File: src/sv/sep_pkg.sv
// Shared types and constants for the excitation and phase block.
package sep_pkg;

    localparam int MASK_W = 64;
    localparam int IDX_W  = 6;
    localparam int RANK_W = 7;
    localparam int DEG_W  = 8;
    localparam int SIGN_W = 2;

    localparam logic [SIGN_W-1:0] SIGN_PLUS  = 2'd0;
    localparam logic [SIGN_W-1:0] SIGN_MINUS = 2'd1;
    localparam logic [SIGN_W-1:0] SIGN_ZERO  = 2'd2;

    typedef struct packed {
        logic [MASK_W-1:0] bra_alpha;
        logic [MASK_W-1:0] bra_beta;
        logic [MASK_W-1:0] ket_alpha;
        logic [MASK_W-1:0] ket_beta;
    } t_sep_in;

    typedef struct packed {
        logic [RANK_W-1:0] alpha_rank;
        logic [RANK_W-1:0] beta_rank;
        logic [DEG_W-1:0]  total_degree;
        logic [IDX_W-1:0]  alpha_hole_first;
        logic [IDX_W-1:0]  alpha_hole_second;
        logic [IDX_W-1:0]  alpha_particle_first;
        logic [IDX_W-1:0]  alpha_particle_second;
        logic [IDX_W-1:0]  beta_hole_first;
        logic [IDX_W-1:0]  beta_hole_second;
        logic [IDX_W-1:0]  beta_particle_first;
        logic [IDX_W-1:0]  beta_particle_second;
        logic [SIGN_W-1:0] sign_code;
    } t_sep_out;

    typedef struct packed {
        logic [RANK_W-1:0] rank;
        logic [IDX_W-1:0]  hole0;
        logic [IDX_W-1:0]  hole1;
        logic [IDX_W-1:0]  part0;
        logic [IDX_W-1:0]  part1;
        logic              parity;
    } t_sep_lane_res;

    typedef struct packed {
        logic ld1;
        logic ld2;
        logic ld3;
    } t_sep_ctl;

endpackage

File: src/sv/sep_lane.sv
// One spin lane: hole/particle masks, counts, indices and phase parity.
module sep_lane import sep_pkg::*; #(
    parameter int ORBITAL_BITS = 64,
    parameter int MAX_DEGREE   = 2
) (
    input  logic              i_clk,
    input  t_sep_ctl          i_ctl,
    input  logic [MASK_W-1:0] i_bra,
    input  logic [MASK_W-1:0] i_ket,
    output t_sep_lane_res     o_res
);

    localparam int OB = ORBITAL_BITS;
    localparam int CW = $clog2(ORBITAL_BITS + 1);

    // stage 1
    logic [OB-1:0] r_hm, r_pm, r_bra1;
    logic [CW-1:0] r_nh, r_np;
    logic [OB-1:0] n_hm, n_pm;
    logic [CW-1:0] n_nh, n_np;

    always_comb begin
        n_hm = i_ket[OB-1:0] & ~i_bra[OB-1:0];
        n_pm = i_bra[OB-1:0] & ~i_ket[OB-1:0];
        n_nh = '0;
        n_np = '0;
        for (int i = 0; i < OB; i++) begin
            n_nh = n_nh + CW'(n_hm[i]);
            n_np = n_np + CW'(n_pm[i]);
        end
    end

    always_ff @(posedge i_clk) begin
        if (i_ctl.ld1) begin
            r_hm   <= n_hm;
            r_pm   <= n_pm;
            r_bra1 <= i_bra[OB-1:0];
            r_nh   <= n_nh;
            r_np   <= n_np;
        end
    end

    // stage 2
    logic [OB-1:0]     r_bra2;
    logic              r_two;
    logic [RANK_W-1:0] r_rank;
    logic [IDX_W-1:0]  r_h0, r_h1, r_p0, r_p1;

    logic [OB-1:0]    h_lo, h_rest, h_lo2, p_lo, p_rest, p_lo2;
    logic [IDX_W-1:0] h0_idx, h1_idx, p0_idx, p1_idx;
    logic             in_range, use0, use1;
    logic [RANK_W-1:0] n_rank;

    always_comb begin
        h_lo   = r_hm & (~r_hm + 1'b1);
        h_rest = r_hm & ~h_lo;
        h_lo2  = h_rest & (~h_rest + 1'b1);
        p_lo   = r_pm & (~r_pm + 1'b1);
        p_rest = r_pm & ~p_lo;
        p_lo2  = p_rest & (~p_rest + 1'b1);
        h0_idx = '0;
        h1_idx = '0;
        p0_idx = '0;
        p1_idx = '0;
        for (int i = 0; i < OB; i++) begin
            if (h_lo[i])  h0_idx = h0_idx | IDX_W'(i);
            if (h_lo2[i]) h1_idx = h1_idx | IDX_W'(i);
            if (p_lo[i])  p0_idx = p0_idx | IDX_W'(i);
            if (p_lo2[i]) p1_idx = p1_idx | IDX_W'(i);
        end
        in_range = (r_nh == r_np) && (r_nh <= CW'(2));
        use0     = in_range && (r_nh != '0);
        use1     = in_range && (r_nh == CW'(2));
        n_rank   = (r_nh == r_np) ? RANK_W'(r_nh) : RANK_W'(MAX_DEGREE + 1);
    end

    always_ff @(posedge i_clk) begin
        if (i_ctl.ld2) begin
            r_bra2 <= r_bra1;
            r_two  <= use1;
            r_rank <= n_rank;
            r_h0   <= use0 ? h0_idx : '0;
            r_p0   <= use0 ? p0_idx : '0;
            r_h1   <= use1 ? h1_idx : '0;
            r_p1   <= use1 ? p1_idx : '0;
        end
    end

    // stage 3: occupied bra orbitals strictly inside each interval, plus crossing
    logic [IDX_W-1:0] a, b, c, e;
    logic [OB-1:0]    between;
    logic             crossed;
    t_sep_lane_res    n_res;

    always_comb begin
        a = (r_h0 < r_p0) ? r_h0 : r_p0;
        b = (r_h0 < r_p0) ? r_p0 : r_h0;
        c = (r_h1 < r_p1) ? r_h1 : r_p1;
        e = (r_h1 < r_p1) ? r_p1 : r_h1;
        for (int i = 0; i < OB; i++) begin
            between[i] = ((IDX_W'(i) > a) && (IDX_W'(i) < b))
                       ^ ((IDX_W'(i) > c) && (IDX_W'(i) < e));
        end
        crossed = r_two && (((c > a) && (c < b) && (e > b)) ||
                            ((a > c) && (a < e) && (b > e)));
        n_res.rank   = r_rank;
        n_res.hole0  = r_h0;
        n_res.hole1  = r_h1;
        n_res.part0  = r_p0;
        n_res.part1  = r_p1;
        n_res.parity = (^(r_bra2 & between)) ^ crossed;
    end

    always_ff @(posedge i_clk) begin
        if (i_ctl.ld3) begin
            o_res <= n_res;
        end
    end

endmodule

File: src/sv/sep_merge.sv
// Merge stage: combines the two spin lanes into the output item.
module sep_merge import sep_pkg::*; #(
    parameter int MAX_DEGREE = 2
) (
    input  logic          i_clk,
    input  logic          i_ld,
    input  t_sep_lane_res i_alpha,
    input  t_sep_lane_res i_beta,
    output t_sep_out      o_item
);

    logic [DEG_W-1:0] degree;
    logic             over;
    t_sep_out         n_item;

    always_comb begin
        degree = DEG_W'(i_alpha.rank) + DEG_W'(i_beta.rank);
        over   = degree > DEG_W'(MAX_DEGREE);
        n_item = '0;
        n_item.alpha_rank   = i_alpha.rank;
        n_item.beta_rank    = i_beta.rank;
        n_item.total_degree = degree;
        if (over) begin
            n_item.sign_code = SIGN_ZERO;
        end else begin
            n_item.alpha_hole_first      = i_alpha.hole0;
            n_item.alpha_hole_second     = i_alpha.hole1;
            n_item.alpha_particle_first  = i_alpha.part0;
            n_item.alpha_particle_second = i_alpha.part1;
            n_item.beta_hole_first       = i_beta.hole0;
            n_item.beta_hole_second      = i_beta.hole1;
            n_item.beta_particle_first   = i_beta.part0;
            n_item.beta_particle_second  = i_beta.part1;
            n_item.sign_code = (i_alpha.parity ^ i_beta.parity) ? SIGN_MINUS : SIGN_PLUS;
        end
    end

    always_ff @(posedge i_clk) begin
        if (i_ld) begin
            o_item <= n_item;
        end
    end

endmodule

File: src/sv/slater_excitation_phase_core.sv
// Top level: two spin lanes, merge stage and pipeline flow control.
//
//  channel | direction | handshake            | payload
//  input   | in        | i_valid / o_stall    | i_item (t_sep_in)
//  output  | out       | o_valid / i_stall    | o_item (t_sep_out)
//
// One item per cycle sustained while i_stall is low; the path is three lane
// stages plus the merge register.
// Each stage advances when it is empty or the next stage advances, so
// bubbles are squeezed out and o_stall rises only when all four stages
// hold items and i_stall is high.
// Reset clears the stage valid bits only.
module slater_excitation_phase_core import sep_pkg::*; #(
    parameter int MAX_DEGREE   = 2,
    parameter int ORBITAL_BITS = 64
) (
    input  logic     i_clk,
    input  logic     i_rst_n,
    input  logic     i_valid,
    output logic     o_stall,
    input  t_sep_in  i_item,
    output logic     o_valid,
    input  logic     i_stall,
    output t_sep_out o_item
);

    logic r_v1, r_v2, r_v3, r_v4;
    logic n_v1, n_v2, n_v3, n_v4;
    logic rdy1, rdy2, rdy3, rdy4;
    t_sep_ctl ctl;
    t_sep_lane_res res_alpha, res_beta;

    always_comb begin
        rdy4    = !r_v4 || !i_stall;
        rdy3    = !r_v3 || rdy4;
        rdy2    = !r_v2 || rdy3;
        rdy1    = !r_v1 || rdy2;
        ctl.ld1 = i_valid && rdy1;
        ctl.ld2 = r_v1 && rdy2;
        ctl.ld3 = r_v2 && rdy3;
        n_v1    = rdy1 ? i_valid : r_v1;
        n_v2    = rdy2 ? r_v1 : r_v2;
        n_v3    = rdy3 ? r_v2 : r_v3;
        n_v4    = rdy4 ? r_v3 : r_v4;
    end

    always_ff @(posedge i_clk) begin
        if (!i_rst_n) begin
            r_v1 <= 1'b0;
            r_v2 <= 1'b0;
            r_v3 <= 1'b0;
            r_v4 <= 1'b0;
        end else begin
            r_v1 <= n_v1;
            r_v2 <= n_v2;
            r_v3 <= n_v3;
            r_v4 <= n_v4;
        end
    end

    assign o_stall = !rdy1;
    assign o_valid = r_v4;

    sep_lane #(
        .ORBITAL_BITS(ORBITAL_BITS),
        .MAX_DEGREE  (MAX_DEGREE)
    ) u_lane_alpha (
        .i_clk(i_clk),
        .i_ctl(ctl),
        .i_bra(i_item.bra_alpha),
        .i_ket(i_item.ket_alpha),
        .o_res(res_alpha)
    );

    sep_lane #(
        .ORBITAL_BITS(ORBITAL_BITS),
        .MAX_DEGREE  (MAX_DEGREE)
    ) u_lane_beta (
        .i_clk(i_clk),
        .i_ctl(ctl),
        .i_bra(i_item.bra_beta),
        .i_ket(i_item.ket_beta),
        .o_res(res_beta)
    );

    sep_merge #(
        .MAX_DEGREE(MAX_DEGREE)
    ) u_merge (
        .i_clk  (i_clk),
        .i_ld   (r_v3 && rdy4),
        .i_alpha(res_alpha),
        .i_beta (res_beta),
        .o_item (o_item)
    );

    a_degree_sum: assert property (@(posedge i_clk) disable iff (!i_rst_n)
        o_valid |-> (o_item.total_degree ==
                     DEG_W'(o_item.alpha_rank) + DEG_W'(o_item.beta_rank)))
        else $error("total degree is not the sum of ranks");

    a_zero_sign: assert property (@(posedge i_clk) disable iff (!i_rst_n)
        o_valid |-> ((o_item.sign_code == SIGN_ZERO) ==
                     (o_item.total_degree > DEG_W'(MAX_DEGREE))))
        else $error("zero phase does not match degree overflow");

    a_zero_idx: assert property (@(posedge i_clk) disable iff (!i_rst_n)
        (o_valid && o_item.sign_code == SIGN_ZERO) |->
            (o_item.alpha_hole_first == '0 && o_item.alpha_particle_first == '0 &&
             o_item.beta_hole_first == '0 && o_item.beta_particle_first == '0))
        else $error("indices not cleared above max degree");

    a_hold_stage3: assert property (@(posedge i_clk) disable iff (!i_rst_n)
        (r_v3 && !rdy4) |=> r_v3)
        else $error("item dropped from lane output stage");

    a_no_false_stall: assert property (@(posedge i_clk) disable iff (!i_rst_n)
        !(r_v1 && r_v2 && r_v3 && r_v4) |-> !o_stall)
        else $error("stall raised with a free stage");

endmodule

File: config.mk
export PLATFORM = sky130hd
export DESIGN_NAME = slater_excitation_phase_core
export DESIGN_NICKNAME = d
export VERILOG_FILES = /design/src/sv/sep_pkg.sv /design/src/sv/sep_lane.sv /design/src/sv/sep_merge.sv /design/src/sv/slater_excitation_phase_core.sv
export SDC_FILE = /design/constraint.sdc
export NUM_CORES = 2
export LEC_CHECK = 0
export BUFFER_PORTS_ARGS = -buffer_cell sky130_fd_sc_hd__buf_2
export CAP_MARGIN = 20
export CORE_MARGIN = 3
export CORE_UTILIZATION = 33
export CTS_CLUSTER_DIAMETER = 50
export DETAILED_ROUTE_END_ITERATION = 8
export GPL_TIMING_DRIVEN = 0
export MAX_ROUTING_LAYER = met4
export PLACE_DENSITY = 0.55
export SYNTH_ARGS = -nofsm -noshare
export SYNTH_HDL_FRONTEND = slang
export SYNTH_SLANG_ARGS = --single-unit
File: constraint.sdc
create_clock -name i_clk -period 28.2 [get_ports i_clk]
set_input_delay 2.82 -clock i_clk [delete_from_list [all_inputs] [get_ports i_clk]]
set_output_delay 2.82 -clock i_clk [all_outputs]
set_load 0.05 [all_outputs]
==> qor.csv <==
metric,value,unit
startpoint_type,input port,
die_h,427,um
status,finished clean,
worstPathCellList,buf_2 > nor2b_1 > ha_1 > inv_1 > fa_1 > inv_1 > fa_1 > fa_1 > fa_1 > fa_1 > fa_1 > inv_1 > fa_1 > fa_1 > inv_1 > fa_1 > fa_1 > a21o_1 > a21oi_1 > nor2b_1 > o21ai_0 > nand2b_1,
synth_area_leader_cell,edfxtp_1,
post-cts-setup-buffers,0,
vias,51000,
critical-path-max-stage-delay,0.55,ns
cts-root-buf,clkbuf_16,
post-route-util,38.4,%
ys_async_sr_fraction,0,%
clk_pin_slew_worst_paths,0.06,ns
slew_headroom,14.3,%
whs,0.406,ns
wl,260000,um
yosysTopAreaCellShare,37.7,%
synth_nets,6708,
final_max_slew_viol_count,0,
fin_crit,8.83,ns
period_share,31.3,%
syn_area_per_cell,9.58,um2
synth_cells,6096,
syn_to_final_growth,15.1,%
tritoncts,done,
setup_ws,19.37,ns
core_area,175000,um2
yosysWarnings,0,
numPortBuffers,333,
total_power,0.00490,W
grt_pass1_vias,48600,
fillers,17600,
ys_ff_latch,736,
cp_max_fo,2,
track_usage,28.7,%
vdd_ir_drop_max,0.191,mV
drv_cap,0,
ctsHtreeMaxLevel,3,
dp_slack,18.58,ns
synth_cell_types,120,
viasPerCell,5.67,
ant_nets,0,
dieArea,182000,um2
grt_overflow,0,
yosysSeqAreaShare,37.8,%
synth-edff-count,732,
grt_max_degree,36,
holdBufCountCts,0,
power_density,72.9,nW/um2
nNetsFinal,7176,
final_cell_mix,"edfxtp_1, nand2_1, inv_1, nor2_1, buf_2",
final_layout_size_suffix_gt1_share,12.6,%
max_freq,113,MHz
cts.sink_count,736,
clkLatencyLatePin,0.74,ns
dpl.hpwl,213000,um
slowest_stage,fa_1,
synth_area_leaders,"edfxtp_1, fa_1, nand2_1, inv_1, nor2_1",
layout_commonest_cell,edfxtp_1,
min_path_type,flop to flop,
ios,334,
finClkSkew,0.0254,ns
die_w,427,um
start_util,33.4,%
setup_viol_count_final,0,
crit_type,input port to flop,
synthFlopType,edfxtp_1,
antenna_found_initial,13,
end_kind,flop,
worst_pin_slew,1.25,ns
arrival,9.31,ns
drc,0,
cts_resized,0,
rsz0062_at_grt,false,
numCtsBuffers,102,
drt_iter0_drc,5673,
final_hold_viol_count,0,
p_leak,26.4,nW
grt_pass1_wl,364000,um
num_rows,153,
wl_per_cell,28.9,um
syn_area,58400,um2
crit_top_cell,fa_1,
clockBufferDepth,3,
required,28.68,ns
first_pass_iters,6,
place_congestion,0.991,
-- Yosys cell counts, drive strengths merged, types with 71 or more instances --
library cell / count
inv: 508
nor2: 504
mux2: 86
o21ai: 341
clkbuf: 228
a21oi: 338
and2: 90
nor4: 82
buf: 90
nand3: 143
ha: 135
edfxtp: 732
xor2: 89
a211oi: 72
nand2b: 195
a31oi: 71
xnor2: 152
nor3: 187
nand2: 513
mux2i: 192
nor2b: 177
fa: 217
-- state kept, by name, indices dropped and copies added, names as in the netlist, 62 cells and up --
register             flops
u_lane_beta.r_pm        64
u_lane_beta.r_bra1      62
u_lane_alpha.r_pm       64
u_lane_alpha.r_bra2     62
u_lane_beta.r_hm        64
u_lane_beta.r_bra2      62
u_merge.o_item          72
u_lane_alpha.r_bra1     62
u_lane_alpha.r_hm       64
-- cell families (layout without fill, tap and decap cells) --
kind of cell / Yosys count / in the layout / share of synthesized area (%)
buf+inv: 833 / 1385 / 5.87
fa+ha+maj: 421 / 421 / 11.5
simple gates: 2189 / 2189 / 19.3
other cells: 0 / 10 / 0
mux: 278 / 278 / 5.05
flops: 736 / 736 / 37.8
compound gates: 1362 / 1362 / 15.4
xor+xnor: 277 / 277 / 5.02
-- power breakdown --
part	leakage, nW	switching (W)	total, W	internal (W)
Clock	1.70	0.000549	0.00133	0.000778
Combinational	17.5	0.00122	0.00211	0.000886
Sequential	7.18	0.0000627	0.00146	0.00140
Total	26.4	0.00184	0.00490	0.00306
-- layout make-up --
class	count	area, um2	area share (%)
Antenna cell	10	25.0	0.0373
Buffer	318	1500	2.23
Clock buffer	110	2600	3.88
Clock inverter	78	928	1.38
Inverter	515	1930	2.88
Multi-Input combinational cell	4527	32900	49.0
Sequential cell	736	22100	32.8
Tap cell	2325	2910	4.33
Timing Repair Buffer	364	2280	3.40
-- worst max-delay path: cells and delay by family --
family / cells / cell delay [ns]
AO/OA/AOI/OAI: 3 / 0.55
AND/OR/NAND/NOR: 3 / 0.49
adder cells (fa/ha/maj): 11 / 5.06
buffers and inverters: 5 / 0.39
-- per-layer routing --
metal | track usage (%) | part of all wire (%)
met1 | 40.8 | 46
met2 | 42.3 | 44
met3 | 4.36 | 7.3
met4 | 8.19 | 3.0
met5 | - | 0
-- stage by stage --
stage,area [um2],TNS (ns),instances
after detailed placement,63600,0,8784
after CTS,67100,0,8972
after floorplan,58400,0,6096
after global routing,67200,0,8980
final,67200,0,8983
after global placement,63000,-1421.26,8754
-- path summary, 6_finish.rpt --
check             depth (start not counted)                                from                           endpoint  slack, ns
hold reg to reg                           0   u_lane_alpha.r_bra1[41]$_DFFE_PP_  u_lane_alpha.r_bra2[41]$_DFFE_PP_       0.41
setup reg to reg                         25  u_lane_alpha.r_p1[5]$_SDFFCE_PN0P_    u_lane_alpha.o_res[0]$_DFFE_PP_      20.36
setup / recovery                         22                           i_item[0]      u_lane_beta.r_nh[6]$_DFFE_PP_      19.37
hold / removal                            0   u_lane_alpha.r_bra1[41]$_DFFE_PP_  u_lane_alpha.r_bra2[41]$_DFFE_PP_       0.41
No activity file was read; power rests on OpenSTA's default activity.
